$ cat src/hw/rtl/bwtr_pkg.sv
// ----------------------------------------------------------------------------
// bwtr_pkg
// Shared types, constants and the byte collation for the BWT + RLE block.
// ----------------------------------------------------------------------------
package bwtr_pkg;

  localparam int unsigned SYM_W   = 8;
  localparam int unsigned KEY_W   = 9;
  localparam int unsigned RUN_W   = 7;
  localparam int unsigned ALPHA_N = 73;
  localparam logic [RUN_W-1:0] RUN_MAX = 7'd127;

  typedef logic [SYM_W-1:0] sym_t;
  typedef logic [KEY_W-1:0] key_t;
  typedef logic [RUN_W-1:0] run_len_t;

  // controller -> datapath commands
  typedef struct packed {
    logic load_wr;
    logic a_clr;
    logic b_init;
    logic step_init;
    logic step_adv;
    logic rank_inc;
    logic b_adv;
    logic ord_wr;
    logic a_adv;
    logic em_init;
    logic em_addr;
    logic run_start;
    logic run_inc;
    logic out_load;
    logic out_final;
    logic i_adv;
    logic blk_done;
  } bwtr_cmd_t;

  // datapath -> controller status
  typedef struct packed {
    logic close;
    logic key_ne;
    logic key_lt;
    logic k_last;
    logic b_eq_a;
    logic b_lt_a;
    logic b_last;
    logic a_last;
    logic i_zero;
    logic i_last;
    logic sym_eq;
    logic len_max;
    logic out_busy;
  } bwtr_sts_t;

  // Collation rank: position in the fixed alphabet, else ALPHA_N + byte value
  function automatic key_t rank_of(sym_t b);
    key_t r;
    r = key_t'(ALPHA_N) + key_t'(b);
    case (b)
      8'hA1: r = 9'd0;
      8'hBF: r = 9'd1;
      8'h21: r = 9'd2;
      8'h24: r = 9'd3;
      8'h27: r = 9'd4;
      8'h2B: r = 9'd5;
      8'h2C: r = 9'd6;
      8'h2E: r = 9'd7;
      8'h2D: r = 9'd8;
      8'h3A: r = 9'd9;
      8'h3B: r = 9'd10;
      8'h3F: r = 9'd11;
      8'h5E: r = 9'd12;
      8'h5F: r = 9'd13;
      8'h7C: r = 9'd14;
      8'h5B: r = 9'd15;
      8'h5D: r = 9'd16;
      8'h28: r = 9'd17;
      8'h29: r = 9'd18;
      8'hD1: r = 9'd33;
      8'hF1: r = 9'd60;
      default: begin
        if (b >= 8'h41 && b <= 8'h4E) r = key_t'(b - 8'h41) + 9'd19;
        else if (b >= 8'h4F && b <= 8'h5A) r = key_t'(b - 8'h4F) + 9'd34;
        else if (b >= 8'h61 && b <= 8'h6E) r = key_t'(b - 8'h61) + 9'd46;
        else if (b >= 8'h6F && b <= 8'h7A) r = key_t'(b - 8'h6F) + 9'd61;
      end
    endcase
    return r;
  endfunction

endpackage

$ cat src/hw/rtl/bwtr_if.sv
// ----------------------------------------------------------------------------
// bwtr_if
// Valid/ready channels: input symbols and output runs.
// ----------------------------------------------------------------------------
interface bwtr_sym_if;
  logic       valid;
  logic       ready;
  logic [7:0] symbol;
  logic       block_end;
  modport source (output valid, output symbol, output block_end, input ready);
  modport sink   (input valid, input symbol, input block_end, output ready);
endinterface

interface bwtr_run_if;
  logic       valid;
  logic       ready;
  logic [7:0] run_symbol;
  logic [6:0] run_length;
  logic       run_final;
  modport source (output valid, output run_symbol, output run_length, output run_final,
                  input ready);
  modport sink   (input valid, input run_symbol, input run_length, input run_final,
                  output ready);
endinterface

$ cat src/hw/rtl/bwt_then_run_length_encode.sv
// ----------------------------------------------------------------------------
// bwt_then_run_length_encode
// Burrows-Wheeler transform of a byte block followed by run-length coding.
// ----------------------------------------------------------------------------
// Usage: symbols arrive on "text", one byte per word. A word with block_end
// set, or the word that fills BLOCK_LEN entries, closes the block; the block
// then stops taking input until its last run is in the output register.
// Each sorted rotation gets its rank by comparing it with every other
// rotation, one byte pair at a time through the two read ports of the
// symbol store. Loading takes one symbol per cycle while text.valid is set.
// Runs leave on "runs" as (run_symbol, run_length, run_final) words held in
// an output register; a stalled receiver only pauses the emission, nothing
// is lost. Reset empties the block and drops any pending run; the stores
// need no clearing.
// ----------------------------------------------------------------------------
module bwt_then_run_length_encode #(
  parameter int unsigned BLOCK_LEN = 64
) (
  input logic         clk,
  input logic         rst,
  bwtr_sym_if.sink    text,
  bwtr_run_if.source  runs
);
  import bwtr_pkg::*;

  bwtr_cmd_t cmd;
  bwtr_sts_t sts;

  bwtr_ctrl u_ctrl (
    .clk      (clk),
    .rst      (rst),
    .in_valid (text.valid),
    .in_ready (text.ready),
    .sts      (sts),
    .cmd      (cmd)
  );

  bwtr_dp #(.BLOCK_LEN(BLOCK_LEN)) u_dp (
    .clk        (clk),
    .rst        (rst),
    .symbol     (text.symbol),
    .block_end  (text.block_end),
    .out_valid  (runs.valid),
    .out_ready  (runs.ready),
    .run_symbol (runs.run_symbol),
    .run_length (runs.run_length),
    .run_final  (runs.run_final),
    .cmd        (cmd),
    .sts        (sts)
  );

endmodule

$ cat src/hw/rtl/bwtr_ctrl.sv
// ----------------------------------------------------------------------------
// bwtr_ctrl
// Sequencer: load, rank-count sort of rotations, run-length emission.
// ----------------------------------------------------------------------------
module bwtr_ctrl (
  input  logic               clk,
  input  logic               rst,
  input  logic               in_valid,
  output logic               in_ready,
  input  bwtr_pkg::bwtr_sts_t sts,
  output bwtr_pkg::bwtr_cmd_t cmd
);
  import bwtr_pkg::*;

  typedef enum logic [3:0] {
    S_LOAD, S_B_INIT, S_PAIR, S_RD, S_EV, S_B_NEXT, S_ORD,
    S_E_INIT, S_E_ORD, S_E_SYM, S_E_CHK, S_E_NEXT, S_E_LAST
  } state_t;

  state_t state, state_next;

  always_ff @(posedge clk) begin
    if (rst) state <= S_LOAD;
    else     state <= state_next;
  end

  // command decode and next state
  always_comb begin
    cmd        = '0;
    state_next = state;
    in_ready   = 1'b0;
    unique case (state)
      S_LOAD: begin
        in_ready = 1'b1;
        if (in_valid) begin
          cmd.load_wr = 1'b1;
          if (sts.close) begin
            cmd.a_clr  = 1'b1;
            state_next = S_B_INIT;
          end
        end
      end
      S_B_INIT: begin
        cmd.b_init = 1'b1;
        state_next = S_PAIR;
      end
      S_PAIR: begin
        if (sts.b_eq_a) state_next = S_B_NEXT;
        else begin
          cmd.step_init = 1'b1;
          state_next    = S_RD;
        end
      end
      S_RD: state_next = S_EV;
      S_EV: begin
        if (sts.key_ne) begin
          cmd.rank_inc = sts.key_lt;
          state_next   = S_B_NEXT;
        end else if (sts.k_last) begin
          cmd.rank_inc = sts.b_lt_a;
          state_next   = S_B_NEXT;
        end else begin
          cmd.step_adv = 1'b1;
          state_next   = S_RD;
        end
      end
      S_B_NEXT: begin
        if (sts.b_last) state_next = S_ORD;
        else begin
          cmd.b_adv  = 1'b1;
          state_next = S_PAIR;
        end
      end
      S_ORD: begin
        cmd.ord_wr = 1'b1;
        if (sts.a_last) state_next = S_E_INIT;
        else begin
          cmd.a_adv  = 1'b1;
          state_next = S_B_INIT;
        end
      end
      S_E_INIT: begin
        cmd.em_init = 1'b1;
        state_next  = S_E_ORD;
      end
      S_E_ORD: state_next = S_E_SYM;
      S_E_SYM: begin
        cmd.em_addr = 1'b1;
        state_next  = S_E_CHK;
      end
      S_E_CHK: begin
        // keep the column byte read steady while the output is held
        cmd.em_addr = 1'b1;
        if (sts.i_zero) begin
          cmd.run_start = 1'b1;
          state_next    = S_E_NEXT;
        end else if (sts.sym_eq && !sts.len_max) begin
          cmd.run_inc = 1'b1;
          state_next  = S_E_NEXT;
        end else if (!sts.out_busy) begin
          cmd.out_load  = 1'b1;
          cmd.run_start = 1'b1;
          state_next    = S_E_NEXT;
        end
      end
      S_E_NEXT: begin
        if (sts.i_last) state_next = S_E_LAST;
        else begin
          cmd.i_adv  = 1'b1;
          state_next = S_E_ORD;
        end
      end
      S_E_LAST: begin
        if (!sts.out_busy) begin
          cmd.out_load  = 1'b1;
          cmd.out_final = 1'b1;
          cmd.blk_done  = 1'b1;
          state_next    = S_LOAD;
        end
      end
      default: state_next = S_LOAD;
    endcase
  end

endmodule

$ cat src/hw/rtl/bwtr_dp.sv
// ----------------------------------------------------------------------------
// bwtr_dp
// Datapath: symbol store, order store, counters, rotation compare, run regs.
// ----------------------------------------------------------------------------
module bwtr_dp #(
  parameter int unsigned BLOCK_LEN = 64
) (
  input  logic                clk,
  input  logic                rst,
  input  logic [7:0]          symbol,
  input  logic                block_end,
  output logic                out_valid,
  input  logic                out_ready,
  output logic [7:0]          run_symbol,
  output logic [6:0]          run_length,
  output logic                run_final,
  input  bwtr_pkg::bwtr_cmd_t cmd,
  output bwtr_pkg::bwtr_sts_t sts
);
  import bwtr_pkg::*;

  localparam int unsigned IW = (BLOCK_LEN > 1) ? $clog2(BLOCK_LEN) : 1;
  localparam int unsigned CW = $clog2(BLOCK_LEN + 1);

  sym_t            store [BLOCK_LEN];
  logic [IW-1:0]   order [BLOCK_LEN];
  logic [CW-1:0]   count;
  logic [CW-1:0]   cm1;
  logic [IW-1:0]   last_idx;
  logic [IW-1:0]   a, b, k, pa, pb, rank, i;
  logic [IW-1:0]   ord_q, prev_idx, addr_a;
  sym_t            rd_a, rd_b, cur;
  run_len_t        len;
  key_t            ka, kb;

  assign cm1      = count - CW'(1);
  assign last_idx = cm1[IW-1:0];
  assign prev_idx = (ord_q == '0) ? last_idx : ord_q - IW'(1);
  assign addr_a   = cmd.em_addr ? prev_idx : pa;
  assign ka       = rank_of(rd_a);
  assign kb       = rank_of(rd_b);

  // memories: one write port, registered reads
  always_ff @(posedge clk) begin
    if (cmd.load_wr) store[count[IW-1:0]] <= symbol;
    rd_a <= store[addr_a];
    rd_b <= store[pb];
    if (cmd.ord_wr) order[rank] <= a;
    ord_q <= order[i];
  end

  // fill count
  always_ff @(posedge clk) begin
    if (rst || cmd.blk_done) count <= '0;
    else if (cmd.load_wr)    count <= count + CW'(1);
  end

  // sort counters
  always_ff @(posedge clk) begin
    if (cmd.a_clr) a <= '0;
    else if (cmd.a_adv) a <= a + IW'(1);
    if (cmd.b_init) begin
      b    <= '0;
      rank <= '0;
    end else begin
      if (cmd.b_adv)    b    <= b + IW'(1);
      if (cmd.rank_inc) rank <= rank + IW'(1);
    end
    if (cmd.step_init) begin
      k  <= '0;
      pa <= a;
      pb <= b;
    end else if (cmd.step_adv) begin
      k  <= k + IW'(1);
      pa <= (pa == last_idx) ? '0 : pa + IW'(1);
      pb <= (pb == last_idx) ? '0 : pb + IW'(1);
    end
  end

  // emission index and current run
  always_ff @(posedge clk) begin
    if (cmd.em_init) i <= '0;
    else if (cmd.i_adv) i <= i + IW'(1);
    if (cmd.run_start) begin
      cur <= rd_a;
      len <= run_len_t'(1);
    end else if (cmd.run_inc) begin
      len <= len + run_len_t'(1);
    end
  end

  // output word register
  always_ff @(posedge clk) begin
    if (rst) out_valid <= 1'b0;
    else if (cmd.out_load) out_valid <= 1'b1;
    else if (out_ready) out_valid <= 1'b0;
    if (cmd.out_load) begin
      run_symbol <= cur;
      run_length <= len;
      run_final  <= cmd.out_final;
    end
  end

  always_comb begin
    sts.close    = block_end || (count == CW'(BLOCK_LEN - 1));
    sts.key_ne   = (ka != kb);
    sts.key_lt   = (kb < ka);
    sts.k_last   = (k == last_idx);
    sts.b_eq_a   = (b == a);
    sts.b_lt_a   = (b < a);
    sts.b_last   = (b == last_idx);
    sts.a_last   = (a == last_idx);
    sts.i_zero   = (i == '0);
    sts.i_last   = (i == last_idx);
    sts.sym_eq   = (rd_a == cur);
    sts.len_max  = (len == RUN_MAX);
    sts.out_busy = out_valid && !out_ready;
  end

`ifndef ASSERT_OFF
  a_load_free: assert property (@(posedge clk) disable iff (rst)
    cmd.out_load |-> !(out_valid && !out_ready))
    else $error("output word overwritten while held");
  a_rank_range: assert property (@(posedge clk) disable iff (rst)
    cmd.ord_wr |-> (rank <= last_idx))
    else $error("rotation rank beyond block");
  a_no_overfill: assert property (@(posedge clk) disable iff (rst)
    cmd.load_wr |-> (count < CW'(BLOCK_LEN)))
    else $error("symbol store overfilled");
  a_len_nonzero: assert property (@(posedge clk) disable iff (rst)
    cmd.out_load |-> (len != '0))
    else $error("empty run emitted");
`endif

endmodule

$ cat src/flat_wrapper.sv
// flat-port wrapper written by rule: the top's interface ports become plain ports
module bwt_then_run_length_encode_flat import bwtr_pkg::*;
#(
  parameter int unsigned BLOCK_LEN = 64
)
  (clk, rst, text_valid, text_symbol, text_block_end, text_ready, runs_valid, runs_run_symbol, runs_run_length, runs_run_final, runs_ready);
  bwtr_sym_if text_i ();
  bwtr_run_if runs_i ();
  input logic clk;
  input logic rst;
  input wire logic [$bits(text_i.valid)-1:0] text_valid;
  input wire logic [$bits(text_i.symbol)-1:0] text_symbol;
  input wire logic [$bits(text_i.block_end)-1:0] text_block_end;
  output wire logic [$bits(text_i.ready)-1:0] text_ready;
  output wire logic [$bits(runs_i.valid)-1:0] runs_valid;
  output wire logic [$bits(runs_i.run_symbol)-1:0] runs_run_symbol;
  output wire logic [$bits(runs_i.run_length)-1:0] runs_run_length;
  output wire logic [$bits(runs_i.run_final)-1:0] runs_run_final;
  input wire logic [$bits(runs_i.ready)-1:0] runs_ready;
  assign text_i.valid = text_valid;
  assign text_i.symbol = text_symbol;
  assign text_i.block_end = text_block_end;
  assign text_ready = text_i.ready;
  assign runs_valid = runs_i.valid;
  assign runs_run_symbol = runs_i.run_symbol;
  assign runs_run_length = runs_i.run_length;
  assign runs_run_final = runs_i.run_final;
  assign runs_i.ready = runs_ready;
  bwt_then_run_length_encode #(.BLOCK_LEN(BLOCK_LEN)) u_core (.clk(clk), .rst(rst), .text(text_i), .runs(runs_i));
endmodule
$ cat config.mk
export PLATFORM = sky130hd
export DESIGN_NAME = bwt_then_run_length_encode_flat
export DESIGN_NICKNAME = d
export VERILOG_FILES = /design/src/hw/rtl/bwtr_pkg.sv /design/src/hw/rtl/bwtr_if.sv /design/src/hw/rtl/bwt_then_run_length_encode.sv /design/src/hw/rtl/bwtr_ctrl.sv /design/src/hw/rtl/bwtr_dp.sv /design/src/flat_wrapper.sv
export SDC_FILE = /design/constraint.sdc
export NUM_CORES = 2
export LEC_CHECK = 0
export BUFFER_PORTS_ARGS = -buffer_cell sky130_fd_sc_hd__buf_2
export CORE_ASPECT_RATIO = 0.7
export CORE_MARGIN = 8
export CORE_UTILIZATION = 57
export CTS_CLUSTER_DIAMETER = 200
export CTS_CLUSTER_SIZE = 12
export DETAILED_ROUTE_END_ITERATION = 10
export GPL_TIMING_DRIVEN = 0
export PLACE_DENSITY = 0.73
export SLEW_MARGIN = 20
export SYNTH_ARGS = -nofsm -noshare
export SYNTH_HDL_FRONTEND = slang
export SYNTH_HIERARCHICAL = 1
export SYNTH_SLANG_ARGS = --single-unit
$ cat constraint.sdc
create_clock -name clk -period 11.6 [get_ports clk]
set_clock_uncertainty 0.1 [all_clocks]
set_input_delay 2.32 -clock clk [delete_from_list [all_inputs] [get_ports clk]]
set_output_delay 2.32 -clock clk [all_outputs]
set_load 0.005 [all_outputs]
# Word-level counts from Yosys, hierarchy flattened
# Memories as Yosys holds them, arrays and structs flattened. A register that Yosys moved wholly into a read port is not among the register bits.
# Index checks and enable logic that the tools add are counted.
[word_totals] register_bits=85 ram_bits=896 input_bits=13 output_inout_bits=18 elab_cells=220 mem_count=2
[memory_table] name="u_core.u_dp.store" words=64 width=8 rd=2 rd_clocked_by_memory_dff=2 wr=1 line="bwtr_dp.sv:25" source="sym_t store [BLOCK_LEN];"
[memory_table] name="u_core.u_dp.order" words=64 width=6 rd=1 rd_clocked_by_memory_dff=1 wr=1 line="bwtr_dp.sv:26" source="logic [IW-1:0] order [BLOCK_LEN];"
[classes] n_addsub=29 magnitude_cmp=18 eq_ne=69 n_mux=66 reduce_logical=21
[ops] cell="$pmux 9 s21" n=2
[ops] cell="$eq 8x6->1 const B" n=24
[ops] cell="$eq 8x7->1 const B" n=10
[ops] cell="$mux 9" n=8
[ops] cell="$sub 8x7->9 const B" n=8
[ops] cell="$eq 8x8->1 const B" n=8
[ops] cell="$ge 8x7->1 const B" n=8
[ops] cell="$le 8x7->1 const B" n=8
[ops] cell="$add 9x6->9 const B" n=6
[ops] cell="$pmux 4 s13" n=1
[ops] cell="$mux 6" n=8
[ops] cell="$add 6x1->6 const B" n=7
[ops] cell="$eq 6x6->1" n=7
[ops] cell="$mux 4" n=7
[ops] cell="$mux 1" n=27
[ops] cell="$eq 4x4->1 const B" n=5
[ops] cell="$add 7x8->9 const A" n=2
[ops] cell="$add 9x5->9 const B" n=2
[ops] cell="$eq 4x3->1 const B" n=4
[ops] cell="$mux 3" n=5
[ops] cell="$add 7x1->7 const B" n=2
[ops] cell="$mux 2" n=7
[ops] cell="$logic_not 6->1" n=2
[ops] cell="$sub 6x1->6 const B" n=2
[ops] cell="other kinds (19)" n=33

# Depth between registers and ports, before layout
[logic_depth] ltp_word=12 depth_mapped=26 depth_no_buf=24

# Hierarchy
# Netlist, hierarchy kept.
[by_module_without_submodules] mod="bwtr_dp" instances=1 cells_each=3055 area_each_um2=46464.6 seq_area_each_um2=29328.1
[by_module_without_submodules] mod="bwtr_ctrl" instances=1 cells_each=68 area_each_um2=454.2 seq_area_each_um2=80.1

# Worst setup path before layout
# OpenSTA, ideal clock, no wires.
[synth_path] path_kind="reg-to-reg" startpoint="register u_core.u_dp.rd_a[1], read port of u_core.u_dp.store" endpoint="register u_core.u_dp.rank[5]" setup_time_ns=0.070 arrival_time_ns=5.149 t_required_ns=11.430 slack_ns=6.282 path_stages_with_launch=25 path_buffers=0 synth_period_minus_slack_ns=5.318 cell_sequence="dfxtp_1 > inv_1 > ha_1 > nor2_1 > a21oi_1 > a21oi_1 > nor2b_1 > or4b_1 > nor4_4 > o21ai_1 > o2111a_1 > ha_1 > nor2b_1 > o21a_1 > o21a_1 > o21a_1 > o21a_1 > o21ai_0 > a21oi_1 > a211oi_1 > a21oi_1 > nor4_1 > nand4_1 > or3_1 > a21oi_1"
[synth_rtl] element="start, declared" line="bwtr_dp.sv:32" source="sym_t rd_a, rd_b, cur;"
[synth_rtl] element="end signal, assigned" line="bwtr_dp.sv:67" source="if (cmd.rank_inc) rank <= rank + IW'(1);"
[synth_rtl] element="end, declared" line="bwtr_dp.sv:30" source="logic [IW-1:0] a, b, k, pa, pb, rank, i;"

==> impl_metrics.yaml <==
die:
  core_mm2: 0.08192
  num_rows: 88
  die_width_um: 358.9
  ios: 31
  die_y_um: 256.0
  start_util_pct: 57.27
  fp.dieArea_mm2: 0.09190
timing:
  finalCriticalPeriod_ns: 6.487
  maxSlewHeadroom_pct: 17.18
  setup_violations: 0
  final.setup.tns_ns: 0
  hold_viol: 0
  slew_violations: 0
  hold_ws_ns: 0.3344
  rsz0062_at_grt: "no"
  tightest_slew_ns: 1.238
  fmax_mhz: 154.1
  setup_ws_ns: 5.113
  min_period_over_period_pct: 55.93
logic_synthesis:
  synth_warnings: 6
  avgSynthCellArea_um2: 15.02
  synth_flop_cell: "edfxtp_1"
  syn_nets: 3181
  synth-edff-count: 932
  yosysSeqAreaShare_pct: 62.68
  netlist_instances: 3123
  synthArstFlopShare_pct: 0
  yosysTopAreaCellShare_pct: 59.65
  yosysTopAreaCell: "edfxtp_1"
  ys_types: 80
  synth.area.top_cells: "edfxtp_1 60%, mux4_2 14%, mux2i_1 4.0%"
  synth_area_mm2: 0.04692
  synth_seq_cells: 1003
route:
  first_pass_iters: 6
  wirelength_met1_um: 55680
  drt-initial-drc-count: 5303
  vias: 30900
  route.met3.wl_um: 24820
  wl_met2_um: 58070
  remaining_drc_errors: 0
  routed_wl_um: 142500
  wl_per_cell_um: 32.46
  ant_nets: 0
  vias_per_cell: 7.036
  top_layer_used: "met5"
power_and_ir_drop:
  ir_drop_uv: 131.3
  powerDensity_mw_per_mm2: 143.4
  power.leakage_nw: 17.22
worst_hold_path:
  min_path_type: "reg -> reg"
worst_setup_path:
  max_stage_delay_ns: 0.66
  worstPathCellList: "inv_1, ha_1, nor2_1, a21oi_1, a21oi_1, nor2b_1, or4b_1, nor4_4, o21ai_1, o2111a_1, ha_1, nor2b_1, o21a_1, o21a_1, o21a_1, o21a_1, o21ai_0, a21oi_1, a211oi_1, a21oi_1, nor4_2, nand4_1, or3_1, a21oi_1"
  crit_type: "reg -> reg"
  critPathCaptureType: "flop"
  slowest_stage: "dfxtp_1"
  cp.required_ns: 12.09
  cp_data_arrival_time_ns: 6.98
  cp_max_fo: 12
  ff2ff_setup_slack_ns: 5.11
  crit_path_frequent_cell: "a21oi_1"
  cp-start-kind: "flop"
clock_tree:
  cts-root-buf: "clkbuf_16"
  clk_latency_ns: 0.69
  cts.sinks: 1003
  htree_num_levels: 3
  ctsResizeCount: 0
  ctsHoldBuffers: 0
  post_cts_buffers: 0
  clockBufferDepth: 3
  cts_tree: "yes"
  path_clk_slew_ns: 0.06
  cts_buffers: 93
grt:
  antenna_found_initial: 13
  grt_max_degree: 71
  gr-total-overflow: 0
  grt_pass1_vias: 29220
  grt_pass1_wl_um: 203700
  grt_usage_pct: 30.16
finish:
  n_fill_cell: 5888
  post_route_cells_drive_above_1_share_pct: 17.48
  area_growth_pct: 9.230
  layout_commonest_cell: "edfxtp_1"
  layout_common_cells: "932 x edfxtp_1, 369 x nand2_1, 293 x mux4_2"
  nNetsFinal: 3312
placement:
  place_hpwl_um: 100800
  portBuffers: 30
  pre_cts_ws_ns: 4.798
  finalWeightedCongestion: 1.026
flow_run:
  maxCapViolations: 0
status:
  status: "finished clean"
## critical path: cells and delay by family (launching register included)
| kind | cells | cell delay, ns |
|---|---|---|
| AO/OA/AOI/OAI | 13 | 2.12 |
| adder cells (fa/ha/maj) | 2 | 0.62 |
| buffers and inverters | 1 | 0.27 |
| flip-flops | 1 | 0.66 |
| AND/OR/NAND/NOR | 8 | 2.67 |
## path summary, 6_finish.rpt
check / startpoint / depth (start not counted) / end
worst min-delay path: u_core/u_dp/rd_a[6] / 0 / u_core/u_dp/cur[6]
worst min register to register: u_core/u_dp/rd_a[6] / 0 / u_core/u_dp/cur[6]
worst max register to register: u_core/u_dp/rd_a[1] / 24 / u_core/u_dp/rank[5]
worst max-delay path: u_core/u_dp/rd_a[1] / 24 / u_core/u_dp/rank[5]
## synthesized netlist by cell type, types with 3 or more instances
library cell	count
a211oi_1	9
a211oi_2	3
a21o_1	3
a21oi_1	50
a22o_1	30
a31oi_1	14
a32o_1	4
and2_1	6
and3_1	66
buf_1	29
buf_2	78
buf_4	4
buf_6	11
clkbuf_1	83
dfxtp_1	71
edfxtp_1	932
ha_1	45
inv_1	32
inv_2	3
mux2i_1	187
mux4_2	293
nand2_1	369
nand2b_1	15
nand3_1	167
nand3b_1	6
nand4_1	39
nand4b_1	7
nor2_1	219
nor2b_1	21
nor3_1	30
nor3b_1	5
nor4_1	10
nor4b_1	3
o2111ai_1	3
o211ai_1	3
o21a_1	11
o21ai_0	41
o21ai_1	9
o22ai_1	6
o31ai_1	32
or2_2	6
or3_1	18
xnor2_1	52
xnor2_4	3
xor2_1	45
## where the power goes
part           internal [mW]  switching [mW]
clock                   1.49            1.31
combinational          0.189           0.366
sequential              3.96          0.0327
total                   5.64            1.71
## cell families after synthesis
family                   share of synthesized area (%)
flip-flops                                       62.68
AND/OR/NAND/NOR                                  9.952
multiplexers                                     18.10
AO/OA/AOI/OAI                                    3.699
buffers and inverters                            2.347
XOR/XNOR                                         2.021
adder cells (fa/ha/maj)                          1.200
## stage by stage
stage	instance area, um2	power, mW	cells	util, %
6_report	51250	7.352	4391	62.56
3_5_place_dp	48560	4.600	4239	59.27
5_1_grt	51240	7.534	4386	62.55
4_1_cts	51210	7.362	4386	62.51
3_3_place_gp	48420	4.588	4233	59.11
2_1_floorplan	46920	4.402	3123	-
## cell type report
| cell class | instances | area (um2) | area share (%) |
|---|---|---|---|
| diodes | 5 | 12.51 | 0.02441 |
| well taps | 1080 | 1351 | 2.637 |
| repair buffers | 36 | 239.0 | 0.4663 |
| clock buffers | 139 | 2500 | 4.878 |
| clock inverters | 8 | 152.6 | 0.2979 |
| multi-input cells | 1879 | 16460 | 32.13 |
| inverters | 35 | 131.4 | 0.2563 |
| flip-flops and latches | 1003 | 29430 | 57.42 |
| plain buffers | 206 | 972.2 | 1.897 |
## layer usage
metal / vias to the layer above / track usage (%)
li1: 12420 / -
met1: 15650 / 44.28
met2: 2510 / 40.79
met3: 297 / 13.70
met4: 16 / 7.321
met5: - / 0.8470
## registers in the layout, summed over array words and instances, names as in the netlist, 7 cells and up
name                    cells
u_core/u_dp/count           7
u_core/u_dp/cur             8
u_core/u_dp/len             7
u_core/u_dp/order         384
u_core/u_dp/rd_a            8
u_core/u_dp/rd_b            8
u_core/u_dp/run_length      7
u_core/u_dp/run_symbol      8
u_core/u_dp/store         512
Power figures use the tool's default switching activity.
